===== config.mk =====
export PLATFORM = sky130hd
export DESIGN_NAME = hex_radio_frame_receive_parser_top
export DESIGN_NICKNAME = d
export VERILOG_FILES = /design/src/rtl/core/hrfp_pkg.sv /design/src/rtl/core/hrfp_front.sv /design/src/rtl/core/hrfp_queue.sv /design/src/rtl/core/hrfp_back.sv /design/src/rtl/core/hex_radio_frame_receive_parser_top.sv
export SDC_FILE = /design/constraint.sdc
export NUM_CORES = 1
export LEC_CHECK = 0
export ABC_AREA = 1
export BUFFER_PORTS_ARGS = -buffer_cell sky130_fd_sc_hd__buf_2
export CAP_MARGIN = 20
export CORE_UTILIZATION = 60
export CTS_CLUSTER_SIZE = 16
export DETAILED_ROUTE_END_ITERATION = 8
export GPL_TIMING_DRIVEN = 0
export PLACE_DENSITY = 0.78
export SYNTH_ARGS = -nofsm -noshare
export SYNTH_HDL_FRONTEND = slang
export SYNTH_SLANG_ARGS = --single-unit

===== constraint.sdc =====
create_clock -name clk -period 5.8 [get_ports clk]
set_input_delay 0.58 -clock clk [delete_from_list [all_inputs] [get_ports clk]]
set_output_delay 0.58 -clock clk [all_outputs]
set_load 0.05 [all_outputs]

===== src/rtl/core/hrfp_pkg.sv =====
package hrfp_pkg;

    localparam int unsigned QDEPTH = 4;
    localparam int unsigned QPTR_W = $clog2(QDEPTH);
    localparam int unsigned QCNT_W = $clog2(QDEPTH + 1);

    localparam logic [5:0] PAYLOAD_MAX = 6'd61;

    localparam logic [7:0] TYPE_MASK = 8'h07;
    localparam logic [7:0] ACK_BIT   = 8'h08;
    localparam logic [7:0] FRAG_BIT  = 8'h10;
    localparam logic [7:0] LEN_MASK  = 8'h3F;
    localparam logic [7:0] LINE_FEED = 8'h0A;

    localparam logic STATUS_OK      = 1'b0;
    localparam logic STATUS_BAD_LEN = 1'b1;

    typedef struct packed {
        logic [7:0]  node_id;
        logic [15:0] module_id;
        logic [7:0]  rssi;
        logic [7:0]  flags;
        logic [7:0]  frame_id;
        logic [7:0]  payload_byte;
        logic [5:0]  byte_index;
        logic        last;
        logic        status;
    } hrfp_entry_t;

    typedef struct packed {
        logic full;
        logic not_empty;
    } hrfp_qstat_t;

endpackage


===== src/rtl/core/hrfp_front.sv =====
module hrfp_front (
    input  logic                 clk,
    input  logic                 rst_n,
    input  logic                 in_valid,
    output logic                 in_stall,
    input  logic [7:0]           rx_char,
    input  hrfp_pkg::hrfp_qstat_t qstat,
    output logic                 push,
    output hrfp_pkg::hrfp_entry_t push_entry
);
    import hrfp_pkg::*;

    localparam logic [3:0] PH_NODE    = 4'd0;
    localparam logic [3:0] PH_SEP1    = 4'd1;
    localparam logic [3:0] PH_MOD     = 4'd2;
    localparam logic [3:0] PH_SEP2    = 4'd3;
    localparam logic [3:0] PH_RSSI    = 4'd4;
    localparam logic [3:0] PH_SEP3    = 4'd5;
    localparam logic [3:0] PH_LEN     = 4'd6;
    localparam logic [3:0] PH_SEP4    = 4'd7;
    localparam logic [3:0] PH_FLAGS   = 4'd8;
    localparam logic [3:0] PH_SEP5    = 4'd9;
    localparam logic [3:0] PH_FID     = 4'd10;
    localparam logic [3:0] PH_PSEP    = 4'd11;
    localparam logic [3:0] PH_PBYTE   = 4'd12;
    localparam logic [3:0] PH_DISCARD = 4'd13;

    function automatic logic [4:0] hex_decode(input logic [7:0] c);
        logic [4:0] r;
        begin
            r = 5'd0;
            if (c >= 8'h30 && c <= 8'h39)
            begin
                r = {1'b1, c[3:0]};
            end
            else if ((c >= 8'h61 && c <= 8'h66) || (c >= 8'h41 && c <= 8'h46))
            begin
                r = {1'b1, c[3:0] + 4'd9};
            end
            return r;
        end
    endfunction

    logic [3:0]  phase_reg, phase_next;
    logic [2:0]  digit_count_reg, digit_count_next;
    logic [15:0] acc_reg, acc_next;
    logic        stopped_reg, stopped_next;
    logic [7:0]  node_id_reg, node_id_next;
    logic [15:0] module_id_reg, module_id_next;
    logic [7:0]  rssi_reg, rssi_next;
    logic [5:0]  length_reg, length_next;
    logic [7:0]  flags_reg, flags_next;
    logic [7:0]  frame_id_reg, frame_id_next;
    logic [5:0]  pcount_reg, pcount_next;

    logic        take;
    logic [4:0]  hex;
    logic [15:0] acc_upd;
    logic        stopped_upd;
    logic [2:0]  cnt_upd;
    logic [2:0]  field_size;
    logic        field_done;
    logic [5:0]  pcount_inc;
    logic        bad_len;

    assign in_stall = qstat.full;
    assign take     = in_valid && !qstat.full;

    always_comb
    begin
        hex         = hex_decode(rx_char);
        acc_upd     = (!stopped_reg && hex[4]) ? {acc_reg[11:0], hex[3:0]} : acc_reg;
        stopped_upd = stopped_reg || !hex[4];
        cnt_upd     = digit_count_reg + 3'd1;
        field_size  = (phase_reg == PH_MOD) ? 3'd4 : 3'd2;
        field_done  = cnt_upd >= field_size;
        pcount_inc  = pcount_reg + 6'd1;
        bad_len     = (length_reg == 6'd0) || (length_reg > PAYLOAD_MAX);

        phase_next       = phase_reg;
        digit_count_next = digit_count_reg;
        acc_next         = acc_reg;
        stopped_next     = stopped_reg;
        node_id_next     = node_id_reg;
        module_id_next   = module_id_reg;
        rssi_next        = rssi_reg;
        length_next      = length_reg;
        flags_next       = flags_reg;
        frame_id_next    = frame_id_reg;
        pcount_next      = pcount_reg;
        push             = 1'b0;

        push_entry.node_id      = node_id_reg;
        push_entry.module_id    = module_id_reg;
        push_entry.rssi         = rssi_reg;
        push_entry.flags        = flags_reg;
        push_entry.frame_id     = frame_id_reg;
        push_entry.payload_byte = acc_upd[7:0];
        push_entry.byte_index   = pcount_reg;
        push_entry.last         = 1'b0;
        push_entry.status       = STATUS_OK;

        if (take)
        begin
            case (phase_reg)
                PH_NODE, PH_MOD, PH_RSSI, PH_LEN, PH_FLAGS, PH_FID, PH_PBYTE:
                begin
                    if (field_done)
                    begin
                        digit_count_next = 3'd0;
                        acc_next         = 16'd0;
                        stopped_next     = 1'b0;
                        phase_next       = phase_reg + 4'd1;
                        case (phase_reg)
                            PH_NODE:  node_id_next   = acc_upd[7:0];
                            PH_MOD:   module_id_next = acc_upd;
                            PH_RSSI:  rssi_next      = acc_upd[7:0];
                            PH_LEN:   length_next    = acc_upd[5:0] & LEN_MASK[5:0];
                            PH_FLAGS: flags_next     = acc_upd[7:0];
                            PH_FID:
                            begin
                                frame_id_next       = acc_upd[7:0];
                                pcount_next         = 6'd0;
                                push_entry.frame_id = acc_upd[7:0];
                                if (bad_len)
                                begin
                                    phase_next              = PH_DISCARD;
                                    push                    = 1'b1;
                                    push_entry.payload_byte = 8'd0;
                                    push_entry.byte_index   = 6'd0;
                                    push_entry.last         = 1'b1;
                                    push_entry.status       = STATUS_BAD_LEN;
                                end
                            end
                            default:
                            begin
                                pcount_next     = pcount_inc;
                                push            = 1'b1;
                                push_entry.last = (pcount_inc == length_reg);
                                phase_next      = (pcount_inc == length_reg) ? PH_DISCARD
                                                                             : PH_PSEP;
                            end
                        endcase
                    end
                    else
                    begin
                        digit_count_next = cnt_upd;
                        acc_next         = acc_upd;
                        stopped_next     = stopped_upd;
                    end
                end
                PH_SEP1, PH_SEP2, PH_SEP3, PH_SEP4, PH_SEP5:
                begin
                    phase_next = phase_reg + 4'd1;
                end
                PH_PSEP:
                begin
                    phase_next = PH_PBYTE;
                end
                default:
                begin
                    if (rx_char == LINE_FEED)
                    begin
                        digit_count_next = 3'd0;
                        acc_next         = 16'd0;
                        stopped_next     = 1'b0;
                        phase_next       = PH_NODE;
                    end
                end
            endcase
        end
    end

    always_ff @(posedge clk or negedge rst_n)
    begin
        if (!rst_n)
        begin
            phase_reg       <= PH_NODE;
            digit_count_reg <= 3'd0;
            acc_reg         <= 16'd0;
            stopped_reg     <= 1'b0;
            node_id_reg     <= 8'd0;
            module_id_reg   <= 16'd0;
            rssi_reg        <= 8'd0;
            length_reg      <= 6'd0;
            flags_reg       <= 8'd0;
            frame_id_reg    <= 8'd0;
            pcount_reg      <= 6'd0;
        end
        else
        begin
            phase_reg       <= phase_next;
            digit_count_reg <= digit_count_next;
            acc_reg         <= acc_next;
            stopped_reg     <= stopped_next;
            node_id_reg     <= node_id_next;
            module_id_reg   <= module_id_next;
            rssi_reg        <= rssi_next;
            length_reg      <= length_next;
            flags_reg       <= flags_next;
            frame_id_reg    <= frame_id_next;
            pcount_reg      <= pcount_next;
        end
    end

endmodule


===== src/rtl/core/hrfp_queue.sv =====
module hrfp_queue (
    input  logic                  clk,
    input  logic                  rst_n,
    input  logic                  push,
    input  hrfp_pkg::hrfp_entry_t push_entry,
    input  logic                  pop,
    output hrfp_pkg::hrfp_entry_t head_entry,
    output hrfp_pkg::hrfp_qstat_t qstat
);
    import hrfp_pkg::*;

    hrfp_entry_t       slot_reg [QDEPTH];
    logic [QPTR_W-1:0] wr_ptr_reg, wr_ptr_next;
    logic [QPTR_W-1:0] rd_ptr_reg, rd_ptr_next;
    logic [QCNT_W-1:0] count_reg, count_next;
    logic              do_push, do_pop;

    assign qstat.full      = (count_reg == QCNT_W'(QDEPTH));
    assign qstat.not_empty = (count_reg != '0);
    assign do_push         = push && !qstat.full;
    assign do_pop          = pop && qstat.not_empty;
    assign head_entry      = slot_reg[rd_ptr_reg];

    always_comb
    begin
        wr_ptr_next = do_push ? wr_ptr_reg + 1'b1 : wr_ptr_reg;
        rd_ptr_next = do_pop ? rd_ptr_reg + 1'b1 : rd_ptr_reg;
        count_next  = count_reg;
        if (do_push && !do_pop)
        begin
            count_next = count_reg + 1'b1;
        end
        else if (do_pop && !do_push)
        begin
            count_next = count_reg - 1'b1;
        end
    end

    always_ff @(posedge clk)
    begin
        if (do_push)
        begin
            slot_reg[wr_ptr_reg] <= push_entry;
        end
    end

    always_ff @(posedge clk or negedge rst_n)
    begin
        if (!rst_n)
        begin
            wr_ptr_reg <= '0;
            rd_ptr_reg <= '0;
            count_reg  <= '0;
        end
        else
        begin
            wr_ptr_reg <= wr_ptr_next;
            rd_ptr_reg <= rd_ptr_next;
            count_reg  <= count_next;
        end
    end

    a_count_bound: assert property (@(posedge clk) disable iff (!rst_n)
        count_reg <= QCNT_W'(QDEPTH))
        else $error("queue count exceeds depth");

    a_no_push_full: assert property (@(posedge clk) disable iff (!rst_n)
        qstat.full |-> !push)
        else $error("transaction pushed into full queue");

    a_no_pop_empty: assert property (@(posedge clk) disable iff (!rst_n)
        !qstat.not_empty |-> !pop)
        else $error("pop from empty queue");

    a_count_track: assert property (@(posedge clk) disable iff (!rst_n)
        (do_push && !do_pop) |=> count_reg == $past(count_reg) + 1'b1)
        else $error("queue count did not advance on push");

endmodule


===== src/rtl/core/hrfp_back.sv =====
module hrfp_back (
    input  logic                  clk,
    input  logic                  rst_n,
    input  hrfp_pkg::hrfp_qstat_t qstat,
    input  hrfp_pkg::hrfp_entry_t head_entry,
    output logic                  pop,
    output logic                  out_valid,
    input  logic                  out_stall,
    output logic [7:0]            node_id,
    output logic [15:0]           module_id,
    output logic [7:0]            rssi,
    output logic [2:0]            packet_type,
    output logic                  ack_requested,
    output logic                  fragmented,
    output logic [7:0]            frame_id,
    output logic [7:0]            payload_byte,
    output logic [5:0]            byte_index,
    output logic                  last,
    output logic                  status
);
    import hrfp_pkg::*;

    logic        valid_reg, valid_next;
    hrfp_entry_t data_reg;
    logic [7:0]  flags;

    assign pop        = qstat.not_empty && (!valid_reg || !out_stall);
    assign valid_next = pop || (valid_reg && out_stall);

    always_ff @(posedge clk or negedge rst_n)
    begin
        if (!rst_n)
        begin
            valid_reg <= 1'b0;
        end
        else
        begin
            valid_reg <= valid_next;
        end
    end

    always_ff @(posedge clk)
    begin
        if (pop)
        begin
            data_reg <= head_entry;
        end
    end

    assign flags         = data_reg.flags;
    assign out_valid     = valid_reg;
    assign node_id       = data_reg.node_id;
    assign module_id     = data_reg.module_id;
    assign rssi          = data_reg.rssi;
    assign packet_type   = flags[2:0] & TYPE_MASK[2:0];
    assign ack_requested = |(flags & ACK_BIT);
    assign fragmented    = |(flags & FRAG_BIT);
    assign frame_id      = data_reg.frame_id;
    assign payload_byte  = data_reg.payload_byte;
    assign byte_index    = data_reg.byte_index;
    assign last          = data_reg.last;
    assign status        = data_reg.status;

endmodule


===== src/rtl/core/hex_radio_frame_receive_parser_top.sv =====
// A result passes through a queue slot, written when the character completing its field
// is accepted, and then the output register, which loads it when the queue is popped.
// Throughput: one character per cycle; in_stall rises only while the four-entry
// result queue between parser and output register is full.
// Reset (rst_n low, asynchronous): parser returns to the node id field, all held
// header fields clear, queue empties and out_valid drops.
module hex_radio_frame_receive_parser_top (
    input  logic        clk,
    input  logic        rst_n,
    input  logic        in_valid,
    output logic        in_stall,
    input  logic [7:0]  rx_char,
    output logic        out_valid,
    input  logic        out_stall,
    output logic [7:0]  node_id,
    output logic [15:0] module_id,
    output logic [7:0]  rssi,
    output logic [2:0]  packet_type,
    output logic        ack_requested,
    output logic        fragmented,
    output logic [7:0]  frame_id,
    output logic [7:0]  payload_byte,
    output logic [5:0]  byte_index,
    output logic        last,
    output logic        status
);
    import hrfp_pkg::*;

    hrfp_qstat_t qstat;
    hrfp_entry_t push_entry;
    hrfp_entry_t head_entry;
    logic        push;
    logic        pop;

    hrfp_front u_front (
        .clk        (clk),
        .rst_n      (rst_n),
        .in_valid   (in_valid),
        .in_stall   (in_stall),
        .rx_char    (rx_char),
        .qstat      (qstat),
        .push       (push),
        .push_entry (push_entry)
    );

    hrfp_queue u_queue (
        .clk        (clk),
        .rst_n      (rst_n),
        .push       (push),
        .push_entry (push_entry),
        .pop        (pop),
        .head_entry (head_entry),
        .qstat      (qstat)
    );

    hrfp_back u_back (
        .clk           (clk),
        .rst_n         (rst_n),
        .qstat         (qstat),
        .head_entry    (head_entry),
        .pop           (pop),
        .out_valid     (out_valid),
        .out_stall     (out_stall),
        .node_id       (node_id),
        .module_id     (module_id),
        .rssi          (rssi),
        .packet_type   (packet_type),
        .ack_requested (ack_requested),
        .fragmented    (fragmented),
        .frame_id      (frame_id),
        .payload_byte  (payload_byte),
        .byte_index    (byte_index),
        .last          (last),
        .status        (status)
    );

endmodule

# ---- Word level (Yosys, flattened, before mapping)
# Memory sizes are Yosys's and may differ from the RTL's. A register that Yosys moved wholly into a read port is not among the register bits.
# Cells that the tools add are included.
dict set report word_totals {
  regBits 92
  ram_bits 256
  inputBits 12
  out_inout_bits 63
  elab_cells 128
  mem_count 1
}
dict set report classes {
  addsub 8
  magnitude_cmp 8
  eq_ne 16
  n_mux 36
  bitwise 2
  reduce_logical 42
}
# name words width rd rd_clocked_by_memory_dff write_ports line
set mem_list {}
lappend mem_list {u_queue.slot_reg 4 64 1 1 1 hrfp_queue.sv:12} ;# hrfp_entry_t slot_reg [QDEPTH];
# cell count
set ops {}
lappend ops {{2-to-1 mux 24 bit} 3}
lappend ops {{2-to-1 mux 16 bit} 4}
lappend ops {{case mux 16 bit (2 select lines)} 1}
lappend ops {{AND reduction 4 bit} 7}
lappend ops {{2-to-1 mux 22 bit} 1}
lappend ops {{equality test 4 bit, second input constant} 5}
lappend ops {{2-to-1 mux 3 bit} 6}
lappend ops {{equality test 4 x 3 -> 1 bit, second input constant} 4}
lappend ops {{>= comparator 8 x 7 -> 1 bit, second input constant} 2}
lappend ops {{less-or-equal comparator 8 x 7 -> 1 bit, second input constant} 2}
lappend ops {{2-to-1 mux 4 bit} 3}
lappend ops {{case mux 4 bit (3 select lines)} 1}
lappend ops {{case mux 6 bit (2 select lines)} 1}
lappend ops {{logical AND 1 bit} 11}
lappend ops {{2-to-1 mux 5 bit} 2}
lappend ops {{OR reduction 5 bit} 2}
lappend ops {{2-to-1 mux 1 bit} 9}
lappend ops {{equality test 4 x 2 -> 1 bit, second input constant} 2}
lappend ops {{equality test 8 x 4 -> 1 bit, second input constant} 1}
lappend ops {{>= comparator 8 x 6 -> 1 bit, second input constant} 1}
lappend ops {{less-or-equal comparator 8 x 6 -> 1 bit, second input constant} 1}
lappend ops {{case mux 4 bit (2 select lines)} 1}
lappend ops {{logical NOT 1 bit} 7}
lappend ops {{OR reduction 7 bit} 1}
lappend ops {{other kinds (23)} 34}

# ---- Longest topological paths before layout
dict set report depth {
  depth_word 12
  depth_mapped 17
}

# ---- Hierarchy
# A second synthesis with hierarchy kept.
dict set report hier_totals {
  hier_cells 1439
  area_unflattened_um2 16911.2
}
# mod instances cells_per_inst area_per_inst_um2
set modules_own_cells {}
lappend modules_own_cells {hrfp_queue 1 807 10639.0}
lappend modules_own_cells {hrfp_front 1 566 4395.5}
lappend modules_own_cells {hrfp_back 1 66 1876.8}

# ---- Worst setup path after synthesis
# No wires, ideal clock.
dict set report synth_path {
  kind {flip-flop to flip-flop}
  from {register u_front.phase_reg[0]}
  to {memory u_queue.slot_reg[0][0] in the netlist's numbering, enable pin}
  setup_time_ns 0.480
  arrival_time_ns 4.097
  required_time_ns 5.320
  path_slack_ns 1.223
  path_stages_with_launch 12
  path_buffers 0
  synth_period_minus_slack_ns 4.577
  cell_sequence {dfrtp_1 -> inv_1 -> ha_1 -> nand2_2 -> nor2_4 -> nor2_4 -> nor2_8 -> nor2_8 -> nand2_4 -> inv_1 -> nand2_2 -> nor2_1}
}
dict set report synth_via {
  elab_chain_len 9
  word_cells_on_any_way 18
  classes_between {order compare: 1; eq/ne: 6; mux: 7; reduce/logical: 4}
}
# item line
set synth_lines {}
lappend synth_lines {{start: declaration} hrfp_front.sv:44} ;# logic [3:0] phase_reg, phase_next;
lappend synth_lines {{start signal: assignment} hrfp_front.sv:192} ;# phase_reg <= phase_next;
lappend synth_lines {{equality test 4 x 2 -> 1 bit, or another cell as far along} {hrfp_front.sv:75, hrfp_front.sv:105, hrfp_front.sv:114}}
lappend synth_lines {{2-to-1 mux 3 bit or OR reduction 5 bit (tied branches)} --}
lappend synth_lines {{>= comparator 3 bit or case mux 1 bit (2 select lines) (tied branches)} {hrfp_front.sv:76, hrfp_front.sv:114}}
lappend synth_lines {{2-to-1 mux 1 bit} hrfp_front.sv:108} ;# if (field_done)
lappend synth_lines {{2-to-1 mux 1 bit (*)} hrfp_front.sv:105} ;# case (phase_reg)
lappend synth_lines {{2-to-1 mux 1 bit (*)} hrfp_front.sv:103} ;# if (take)
lappend synth_lines {{logical AND 1 bit (*)} hrfp_queue.sv:20} ;# assign do_push = push && !qstat.full;
lappend synth_lines {{2-to-1 mux 1 bit (*)} hrfp_queue.sv:41} ;# if (do_push)
lappend synth_lines {{2-to-1 mux 1 bit (implied by the code) (*)} hrfp_queue.sv:43} ;# slot_reg[wr_ptr_reg] <= push_entry;
lappend synth_lines {{end: declaration} hrfp_queue.sv:12}
# Every way passes the cells marked *; elsewhere a longest branch is shown, timed or not.

# ---- Final worst setup path
dict set report layout_path {
  from {register u_front.phase_reg[0]}
  to {register u_queue.count_reg[2]}
}
dict set report layout_via {
  elab_chain_len 10
  word_cells_on_any_way 21
  classes_between {order compare: 1; eq/ne: 6; mux: 6; reduce/logical: 8}
}
# item line
set layout_lines {}
lappend layout_lines {{equality test 4 x 2 -> 1 bit, or another cell as far along} {hrfp_front.sv:75, hrfp_front.sv:105, hrfp_front.sv:114}}
lappend layout_lines {{2-to-1 mux 3 bit or OR reduction 5 bit (tied branches)} --}
lappend layout_lines {{>= comparator 3 bit or case mux 1 bit (2 select lines) (tied branches)} {hrfp_front.sv:76, hrfp_front.sv:114}}
lappend layout_lines {{2-to-1 mux 1 bit} hrfp_front.sv:108}
lappend layout_lines {{2-to-1 mux 1 bit (*)} hrfp_front.sv:105}
lappend layout_lines {{2-to-1 mux 1 bit (*)} hrfp_front.sv:103}
lappend layout_lines {{logical AND 1 bit (*)} hrfp_queue.sv:20}
lappend layout_lines {{named net u_queue.do_push} hrfp_queue.sv:16} ;# logic do_push, do_pop;
lappend layout_lines {{logical NOT 1 bit} hrfp_queue.sv:33} ;# else if (do_pop && !do_push)
lappend layout_lines {{logical AND 1 bit} hrfp_queue.sv:33}
lappend layout_lines {{nonzero test 2 bit (no source line)} --}
lappend layout_lines {{end signal: assignment} hrfp_queue.sv:59} ;# count_reg <= count_next;
lappend layout_lines {{end: declaration} hrfp_queue.sv:15} ;# logic [QCNT_W-1:0] count_reg, count_next;
# The timed path passes the listed nets; every way through them passes the cells marked *.
# A chain may end at the register's enable or synchronous reset.

==> results.py <==
metrics = {
    "status": {
        "status": "finished clean",
    },
    "pwr": {
        "power.density_mw_per_mm2": 543,
        "ir_drop_uv": 340,
        "p_leak_nw": 7.23,
        "total_power_mw": 9.83,
    },
    "cts": {
        "clk_pin_slew_ns": 0.06,
        "cts_root_buf": "clkbuf_16",
        "cts_tree": "yes",
        "clock_path_buffers": 3,
        "cts_sinks": 394,
        "clk_latency_ns": 0.52,
        "cts_made_buffers": 39,
        "cts_setup_buffers": 0,
        "htreeDepth": 2,
    },
    "setup_path": {
        "cp_slowest_cell": "fa_1",
        "path_cells": "inv_1 > ha_1 > nand2_2 > nor2_4 > nor2_4 > nor2_8 > nor2_8 > nand2_4 > inv_1 > nand2_2 > inv_2 > ha_1 > inv_1 > fa_1 > a21oi_1 > o21ai_0 > xor2_1",
        "worstReg2RegEnd": "u_queue.count_reg[2]$_DFFE_PN0P_",
        "critPathLaunchType": "register",
        "max_stage_delay_ns": 0.43,
        "worst_setup_path_end_kind": "register",
        "required_ns": 6.19,
        "r2r-start": "u_front.phase_reg[0]$_DFFE_PN0P_",
        "r2r_slack_ns": 2.70,
        "worstPathBufferInverterCount": 4,
        "crit_start": "u_front.phase_reg[0]$_DFFE_PN0P_",
        "crit_top_cell": "inv_1",
        "critPathTopFamily": "adder cells",
        "r2r_cells": 17,
        "worstPathArrival_ns": 3.49,
        "crit_type": "register to register",
        "cp_max_fo": 7,
    },
    "grt": {
        "grt_max_degree": 70,
        "grt_antenna_before_repair": 0,
        "grt_pass1_vias": 9909,
        "grt_usage": 0.263,
        "grt.overflow.total": 0,
        "grt_pass1_wl_um": 53300,
    },
    "floorplan": {
        "die_w_um": 164,
        "std_cell_rows": 58,
        "core-area_mm2": 0.0254,
        "start_util": 0.617,
        "io_pins": 75,
        "dieArea_mm2": 0.0268,
        "die_y_um": 164,
    },
    "layout": {
        "final_common_cell": "edfxtp_1",
        "fillers": 1649,
        "diodes": 0,
        "final_cells": 1743,
        "drive_above_1_share": 0.138,
        "layout_common_cells": "305 x edfxtp_1, 185 x nand2_1, 170 x nor2_1",
        "finalNetCount": 1411,
        "largest_reg_flops": 244,
        "final_area_mm2": 0.0181,
        "areaGrowthSynthToFinish_pct": 15.4,
    },
    "synth": {
        "synth_area_leader_cell": "edfxtp_1",
        "syn_inst": 1257,
        "ys_types": 41,
        "synthTopCellsByArea": "edfxtp_1 58%, dfrtp_1 14%, o21ai_0 4.7%",
        "syn_nets": 1285,
        "yosys_warnings": 0,
        "synth-seq-area-share": 0.726,
        "ys_ff_latch": 394,
        "syn_avg_cell_area_um2": 12.5,
        "netlist.area_leader.share": 0.584,
        "synthesis.area_mm2": 0.0157,
    },
    "min_path": {
        "hp-class": "primary input to register",
        "hold_path_depth": 3,
        "min_to": "u_back.out_valid$_DFF_PN0_",
        "worstHoldStart": "out_stall",
    },
    "route": {
        "wire_per_inst_um": 19.6,
        "drc": 0,
        "via_count": 10159,
        "vias_per_cell": 5.83,
        "first_pass_iters": 5,
        "routed_wl_um": 34200,
        "drtIter0Drc": 1196,
        "final_antenna_net_count": 0,
    },
    "timing": {
        "skew_ns": 0.0133,
        "fmax_mhz": 322,
        "slew_headroom": 0.475,
        "hold_viol": 0,
        "fin_crit_ns": 3.10,
        "tightestPinTransition_ns": 0.788,
        "finalSetupViolCount": 0,
        "final.period_utilization": 0.535,
        "holdWs_ns": 0.292,
        "maxSlewViolCount": 0,
        "rsz0062_at_grt": "no",
    },
    "placement": {
        "io_buffers": 74,
        "place_area_mm2": 0.0167,
        "place_congestion": 0.859,
        "place_inst": 1671,
        "dp_hpwl_um": 21200,
    },
    "flow_run": {
        "drv_cap": 0,
    },
}
## synth_stat cells (all sizes together)
cell type	number
o21bai	21
inv	82
or2	1
nand2	194
nor3	1
mux2i	1
o211ai	19
nand4	6
o21ai	158
dfrtp	89
ha	15
a31oi	1
xnor2	3
clkbuf	42
buf	12
clkinv	1
a21oi	10
nor2	184
o22ai	67
nand3	33
edfxtp	305
nand3b	1
xor2	8
nor4	2
fa	1
## kinds of logic after synthesis
logic type / after synthesis / share of synthesized area
AO/OA/AOI/OAI: 276 / 0.102
AND/OR/NAND/NOR: 422 / 0.116
adder cells (fa/ha/maj): 16 / 0.0132
XOR/XNOR: 11 / 0.00615
multiplexers: 1 / 0.000638
flip-flops: 394 / 0.726
buffers and inverters: 137 / 0.0356
## per-stage QoR
stage                     setup slack (ns)  setup TNS [ns]  utilization
after global placement              -0.935         -200.24        0.648
after global routing                  2.53               0        0.712
after detailed placement              2.71               0        0.658
final                                 2.70               0        0.712
after floorplan                       1.22               0            -
after CTS                             2.69               0        0.712
## metal layers
layer / global-route usage / wire length, µm / up-vias
li1: - / - / 4680
met4: 0.122 / 1320 / 0
met5: 0 / 0 / -
met2: 0.425 / 16600 / 495
met1: 0.351 / 13400 / 4897
met3: 0.0444 / 2820 / 87
## worst max path at each step
stage | end | slack (ns) | cells past startpoint
finish | u_queue.count_reg[2]$_DFFE_PN0P_ | 2.70 | 17
detailed placement | u_queue.count_reg[2]$_DFFE_PN0P_ | 2.71 | 17
global placement | u_queue.slot_reg[3][28]$_DFFE_PP_ | -0.94 | 11
floorplan | u_queue.slot_reg[0][0]$_DFFE_PP_ | 1.22 | 11
global route | u_queue.count_reg[2]$_DFFE_PN0P_ | 2.53 | 17
CTS | u_queue.count_reg[2]$_DFFE_PN0P_ | 2.69 | 17
## where the power goes
part	switching [mW]	internal [mW]	total (mW)	leakage, nW
clock network	1.01	1.66	2.67	0.661
registers	0.281	3.70	3.98	4.13
logic	2.38	0.793	3.18	2.45
## layout make-up
cell class / count / area, µm² / share of cell area
sequential: 394 / 11400 / 0.629
multi-input combinational: 726 / 3760 / 0.208
clock buffer: 57 / 1130 / 0.0623
timing repair buffer: 85 / 598 / 0.0331
tap: 330 / 413 / 0.0228
inverter: 83 / 312 / 0.0172
buffer: 54 / 246 / 0.0136
clock inverter: 14 / 243 / 0.0134
## repair_timing
item	in CTS	in global routing
endpoints found under the hold margin	20	0
resized for setup	0	0
hold buffers	1	0
## worst register-to-register path, delay by kind of cell (launching register included)
| family | cells | cell delay (ns) |
|---|---|---|
| XOR/XNOR | 1 | 0.16 |
| AO/OA/AOI/OAI | 2 | 0.25 |
| flip-flops | 1 | 0.41 |
| buffers and inverters | 4 | 0.39 |
| adder cells (fa/ha/maj) | 3 | 0.89 |
| AND/OR/NAND/NOR | 7 | 0.88 |
Power figures use the tool's default switching activity.
